## src/rtl/core/ilir_pkg.sv

```systemverilog
// Indexed list package: default sizes, request and status codes, cell command
// and controller state types. No dependencies.
package ilir_pkg;

   localparam int CAPACITY_DEF  = 256;
   localparam int ITEM_BITS_DEF = 32;
   localparam int POS_BITS_DEF  = $clog2(CAPACITY_DEF + 1);
   localparam int REQ_BITS      = 3;
   localparam int STATUS_BITS   = 2;
   localparam int GATHER_GROUP  = 16;

   localparam logic [REQ_BITS-1:0] OP_GET    = 3'd0;
   localparam logic [REQ_BITS-1:0] OP_SET    = 3'd1;
   localparam logic [REQ_BITS-1:0] OP_INSERT = 3'd2;
   localparam logic [REQ_BITS-1:0] OP_REMOVE = 3'd3;
   localparam logic [REQ_BITS-1:0] OP_CLEAR  = 3'd4;

   typedef enum logic [STATUS_BITS-1:0] {
      ST_OK    = 2'd0,
      ST_RANGE = 2'd1,
      ST_FULL  = 2'd2
   } status_type;

   typedef enum logic {
      S_IDLE  = 1'b0,
      S_APPLY = 1'b1
   } state_type;

   typedef struct packed {
      logic ins;
      logic rem;
      logic wr;
   } cell_cmd_type;

endpackage

```

## src/rtl/core/ilir_cell.sv

```systemverilog
// One storage cell of the list row: holds one item and takes the neighbour's
// item on insert/remove shifts. Depends on ilir_pkg.
module ilir_cell #(
   parameter int ITEM_BITS  = ilir_pkg::ITEM_BITS_DEF,
   parameter int POS_BITS   = ilir_pkg::POS_BITS_DEF,
   parameter int CELL_INDEX = 0
) (
   input  logic                   clock,
   input  ilir_pkg::cell_cmd_type cmd,
   input  logic [POS_BITS-1:0]    position,
   input  logic [ITEM_BITS-1:0]   item_value,
   input  logic [ITEM_BITS-1:0]   left_item,
   input  logic [ITEM_BITS-1:0]   right_item,
   output logic [ITEM_BITS-1:0]   item
);

   localparam logic [POS_BITS-1:0] MY_POS = POS_BITS'(CELL_INDEX);

   logic [ITEM_BITS-1:0] item_ff;
   logic [ITEM_BITS-1:0] item_in;

   always_comb begin
      item_in = item_ff;
      if (cmd.ins && (MY_POS > position)) begin
         item_in = left_item;
      end else if ((cmd.ins || cmd.wr) && (MY_POS == position)) begin
         item_in = item_value;
      end else if (cmd.rem && (MY_POS >= position)) begin
         item_in = right_item;
      end
   end

   always_ff @(posedge clock) begin
      item_ff <= item_in;
   end

   assign item = item_ff;

endmodule

```

## config.mk

```make
export PLATFORM = sky130hd
export DESIGN_NAME = ilir_cell
export DESIGN_NICKNAME = d
export VERILOG_FILES = /design/src/rtl/core/ilir_pkg.sv /design/src/rtl/core/ilir_cell.sv
export SDC_FILE = /design/constraint.sdc
export NUM_CORES = 1
export LEC_CHECK = 0
export BUFFER_PORTS_ARGS = -buffer_cell sky130_fd_sc_hd__buf_4
export CAP_MARGIN = 40
export CORE_MARGIN = 4
export CORE_UTILIZATION = 40
export CTS_CLUSTER_SIZE = 28
export DETAILED_ROUTE_END_ITERATION = 8
export GPL_TIMING_DRIVEN = 0
export HOLD_SLACK_MARGIN = 0.08
export PLACE_DENSITY = 0.86
export SKIP_LAST_GASP = 1
export SLEW_MARGIN = 10
export SYNTH_ARGS = -nofsm -noshare
export SYNTH_HDL_FRONTEND = slang
export SYNTH_SLANG_ARGS = --single-unit
```

## constraint.sdc

```tcl
create_clock -name clock -period 5 [get_ports clock]
set_input_delay 1 -clock clock [delete_from_list [all_inputs] [get_ports clock]]
set_output_delay 1 -clock clock [all_outputs]
set_load 0.01 [all_outputs]
```

==> results of run 1 <==
==> metal layers <==
| metal | global-route usage [%] | vias up |
|---|---|---|
| li1 | - | 519 |
| met2 | 29.7 | 64 |
| met5 | 0 | - |
| met1 | 14.9 | 516 |
| met4 | 9.15 | 0 |
| met3 | 3.60 | 10 |
==> final timing paths <==
check / slack (ps) / depth (start not counted) / to / start
hold / removal: 1020 / 2 / item[0]$_DFFE_PP_ / right_item[0]
setup / recovery: 2610 / 3 / item[22]$_DFFE_PP_ / position[3]
==> report_power, final <==
part	switching [mW]	internal, mW	leakage, nW
sequential	0.000131	0.296	0.288
combinational	0.0162	0.0553	0.847
clock	0.0842	0.0916	0.0391
==> metrics by stage <==
stage          hold WS [ps]  utilization [%]  cell area [µm²]  instances
2_1_floorplan          1220                -             1540         73
3_3_place_gp           1300             65.3             2410        229
3_5_place_dp           1300             65.4             2410        229
4_1_cts                1020             67.4             2490        236
5_1_grt                1020             67.4             2490        236
6_report               1020             67.4             2490        236
==> cells by family (layout without fill, tap and decap cells) <==
| group | count (synthesis) | count (layout) |
|---|---|---|
| compound gates | 1 | 1 |
| buf+inv | 3 | 118 |
| flops | 32 | 32 |
| mux | 32 | 32 |
| simple gates | 5 | 5 |
==> worst max-delay path: stages <==
cell and delay (ps):
buf_4 110, nor3_1 370, and4b_2 800
==> Yosys cell counts <==
cell type,instances,share of area (%)
and4b_1,1,0.65
mux2_2,2,1.5
edfxtp_1,32,62
nor3_1,2,0.65
buf_6,3,2.2
o2111ai_4,1,1.7
nor2_1,1,0.24
nor4_4,1,1.4
mux2_4,30,29
==> cell type report <==
class | instances | area (µm²) | area share (%)
buffer | 3 | 33.8 | 1.36
clock buffer | 5 | 68.8 | 2.77
clock inverter | 2 | 7.51 | 0.302
multi-input combinational | 38 | 546 | 21.9
sequential | 32 | 961 | 38.6
tap | 48 | 60.1 | 2.41
timing repair buffer | 108 | 811 | 32.6
==> out/metrics.cfg, run 1 <==
[run_status]
status=complete, no violations

[drt]
drt.antenna.violating_nets=0
highest_layer=met4
drt_iter0_markers=63
route.detailed.drc=0
wl_met2_um=2060
met1_length_um=1290
wl_um=3750
vias=1109
routed-wl-met3_um=297
wl_per_cell_um=15.9
drtPass1Iterations=4
vias_per_cell=4.70

[logic_synthesis]
synth_compound_area_share_pct=1.71
yosys_warnings=0
ys_ff_latch=32
synth.avg_cell_area_um2=21.1
synth_fa_ha_area_share_pct=0
synth.cell_area_um2=1540
seq_area_frac_synth_pct=62.4
synth_xor_area_share_pct=0
synth_top_family_by_area=multiplexers
synth.area.mux_share_pct=30.7
syn-num-nets=182
syn_inst=73
ys_types=9
synthSimpleGateAreaFrac_pct=2.93

[sta]
hold_viol=0
finalSetupTns_ps=0
fmax_ghz=0.418
worstMarginPinSlew_ps=725
finalSetupViolCount=0
relSlewSlack_pct=51.7
final_max_slew_viol_count=0
rsz0062_at_grt=false
post-route-min-period_ps=2390
fin_ws_ps=2610
finalCritPeriodShare_pct=47.9

[critical_path]
required_ps=4900
cp.arrival_ps=2290
crit_path_end_kind=register
startpoint_type=input port
crit_type=in -> reg
crit_fanout=32

[clock_tree]
cts.sinks=32
clk_pin_slew_ps=60
postCtsSetupBuffers=0
cts_buffers=5
cts-resized-gates=0
cts-root-buf=clkbuf_8
tritoncts=yes
cts-hold-fix-buffers=0
clockBufferDepth=2
htreeDepth=2

[die]
core_area_um2=3690
die_width_um=70.0
start_util_pct=41.7
ioPinCount=141
dieArea_um2=4900
core.rowCount=22
die_h_um=70.0

[placed_design]
dp_slack_ps=2300
gp_congestion=0.835
place.port_buffers=108

[global_route]
grt_first_pass_wirelength_um=5860
grt_max_degree=33
grt_usage_pct=15.6
overflow=0
grt_pass1_vias=1242
antenna_found_initial=0

[power_and_ir_drop]
power.total_mw=0.543
power_density_nw_per_um2=218
p_leak_nw=1.17
ir_drop_mv=0.137

[finish]
area_growth_pct=61.6
nFillCells=283
num_antenna_cells=0
final_cell_mix=buf_4 (108), edfxtp_1 (32), mux2_4 (30)
final_common_cell=buf_4
drive_above_1_share_pct=80.3
largest_reg_flops=32
nets=297

[min_path]
hold_class=in -> reg

[run]
drv_cap=0

Power figures use the tool's default switching activity.
==> run 2, diff against run 1 <==
Settings changed: CORE_UTILIZATION 40 to 37, PLACE_DENSITY 0.86 to 0.8.
Clock period 5 ns to 2.25 ns, I/O delays scaled along.
==> run 2 against run 1 <==
Effect of this change:
- first-iteration DRC count fell by 44%
- setup slack got worse by 2200 ps
- largest power group unchanged
- clock power rose by 130%
- global-route usage down 1.4 points
==> out/metrics.cfg, run 2 (synthesized netlist as in run 1, its figures left out) <==
[critical_path]
startpoint_type=input port
crit_type=in -> reg
crit_path_end_kind=register
required_ps=2150  ; -2750 ps
crit_fanout=32  ; unchanged
startpoint=position[3]
cp.arrival_ps=1720  ; -570 ps

[placed_design]
dp_slack_ps=121  ; -2180 ps
dp.cells=231  ; +0.87%
hpwlAfterDp_um=3130
gp_congestion=0.745  ; -11%
place.port_buffers=108  ; unchanged

[power_and_ir_drop]
power_density_nw_per_um2=487  ; +120%
ir_drop_mv=0.345  ; +150%
p_leak_nw=1.17  ; about the same

[die]
core_area_um2=4000  ; +8.4%
core.rowCount=23  ; +4.5%
start_util_pct=38.5  ; -3.2 points
ioPinCount=141  ; unchanged
die_h_um=72.5  ; +3.5%
dieArea_um2=5260  ; +7.2%
die_width_um=72.5  ; +3.5%

[finish]
largest_reg_flops=32  ; unchanged
area_growth_pct=62.0
final_common_cell=buf_4
drive_above_1_share_pct=79.9  ; -0.42 points
nets=297  ; unchanged
nFillCells=296  ; +4.6%
instances_no_fill=239  ; +1.3%
num_antenna_cells=0  ; unchanged
final_cell_mix=buf_4 (108), edfxtp_1 (32), mux2_4 (30)

[drt]
drt.antenna.violating_nets=0  ; unchanged
wl_met2_um=1950  ; -5.2%
routed-wl-met3_um=493  ; +66%
wl_per_cell_um=15.5  ; -2.5%
drt_iter0_markers=35  ; -44%
drtPass1Iterations=5  ; +1
highest_layer=met4
route.detailed.drc=0  ; unchanged
met1_length_um=1160  ; -10%
vias=1105  ; -0.36%
wl_um=3700  ; -1.3%
vias_per_cell=4.62  ; -1.6%

[clock_tree]
cts.sinks=32  ; unchanged
clockBufferDepth=2  ; unchanged
cts_buffers=5  ; unchanged
cts-resized-gates=0  ; unchanged
clk_pin_slew_ps=60  ; about the same
htreeDepth=2  ; unchanged
tritoncts=yes
postCtsSetupBuffers=0  ; unchanged
cts-hold-fix-buffers=0  ; unchanged
cts-root-buf=clkbuf_8

[sta]
finalSetupViolCount=0  ; unchanged
worstMarginPinSlew_ps=725  ; +0.224 ps
hold_viol=0  ; unchanged
rsz0062_at_grt=false
fmax_ghz=0.552
post-route-min-period_ps=1810
finalCritPeriodShare_pct=80.6
final_max_slew_viol_count=0  ; unchanged
fin_ws_ps=438  ; -2170 ps
relSlewSlack_pct=51.6  ; about the same

[global_route]
overflow=0  ; unchanged
grt_usage_pct=14.2  ; -1.4 points
grt_pass1_vias=1215  ; -2.2%
grt_first_pass_wirelength_um=5560  ; -5.1%
grt_max_degree=33  ; unchanged
antenna_found_initial=0  ; unchanged

[min_path]
worstHoldStart=item_value[11]
hold_path_end=item[11]$_DFFE_PP_
holdPathStages=2  ; unchanged
hold_class=in -> reg

[run]
drv_cap=0  ; unchanged

[run_status]
status=complete, no violations

==> run 2: changes by cell type in the layout (fill, tap and decap cells not counted) <==
cell	delta
clkinv_1	-1
clkbuf_1	+2
==> run 2: critical path, cell delays in order <==
cell,delay [ps]
buf_4,110
nor3_1,350
and4b_2,790
==> run 2: routing by layer <==
layer	track usage (%)	up-vias
li1	-	519
met1	13.4	502
met2	24.9	76
met3	7.06	8
met4	7.58	0
met5	0	-
==> run 2: stage by stage <==
| step | setup TNS, ps | cell area (µm²) | hold slack, ps | total power, mW | utilization [%] |
|---|---|---|---|---|---|
| 6_report | 0 | 2490 | 474 | 1.22 | 62.3 |
| 2_1_floorplan | 0 | 1540 | 667 | 0.717 | - |
| 3_3_place_gp | -7750 | 2410 | 751 | 0.823 | 60.3 |
| 5_1_grt | 0 | 2490 | 462 | 1.26 | 62.3 |
| 4_1_cts | 0 | 2490 | 462 | 1.23 | 62.3 |
| 3_5_place_dp | 0 | 2410 | 753 | 0.829 | 60.3 |
==> run 2: layout make-up <==
| type | instances | area (µm²) | share of cell area, % |
|---|---|---|---|
| Multi-Input combinational cell | 38 | 546 | 21.9 |
| Sequential cell | 32 | 961 | 38.5 |
| Buffer | 3 | 33.8 | 1.35 |
| Tap cell | 50 | 62.6 | 2.51 |
| Clock inverter | 1 | 3.75 | 0.151 |
| Timing Repair Buffer | 108 | 811 | 32.5 |
| Clock buffer | 7 | 76.3 | 3.06 |
==> run 2: how the worst max path moves through the flow <==
stage | endpoint | slack (ps)
3_3_place_gp | item[4]$_DFFE_PP_ | -240
5_1_grt | item[17]$_DFFE_PP_ | 380
3_5_place_dp | item[2]$_DFFE_PP_ | 120
2_1_floorplan | item[0]$_DFFE_PP_ | 140
4_1_cts | item[3]$_DFFE_PP_ | 420
6_report | item[0]$_DFFE_PP_ | 440
==> run 2: report_power, final <==
| part | switching (mW) | internal, mW |
|---|---|---|
| Combinational | 0.0346 | 0.123 |
| Clock | 0.186 | 0.215 |
| Sequential | 0.000278 | 0.657 |
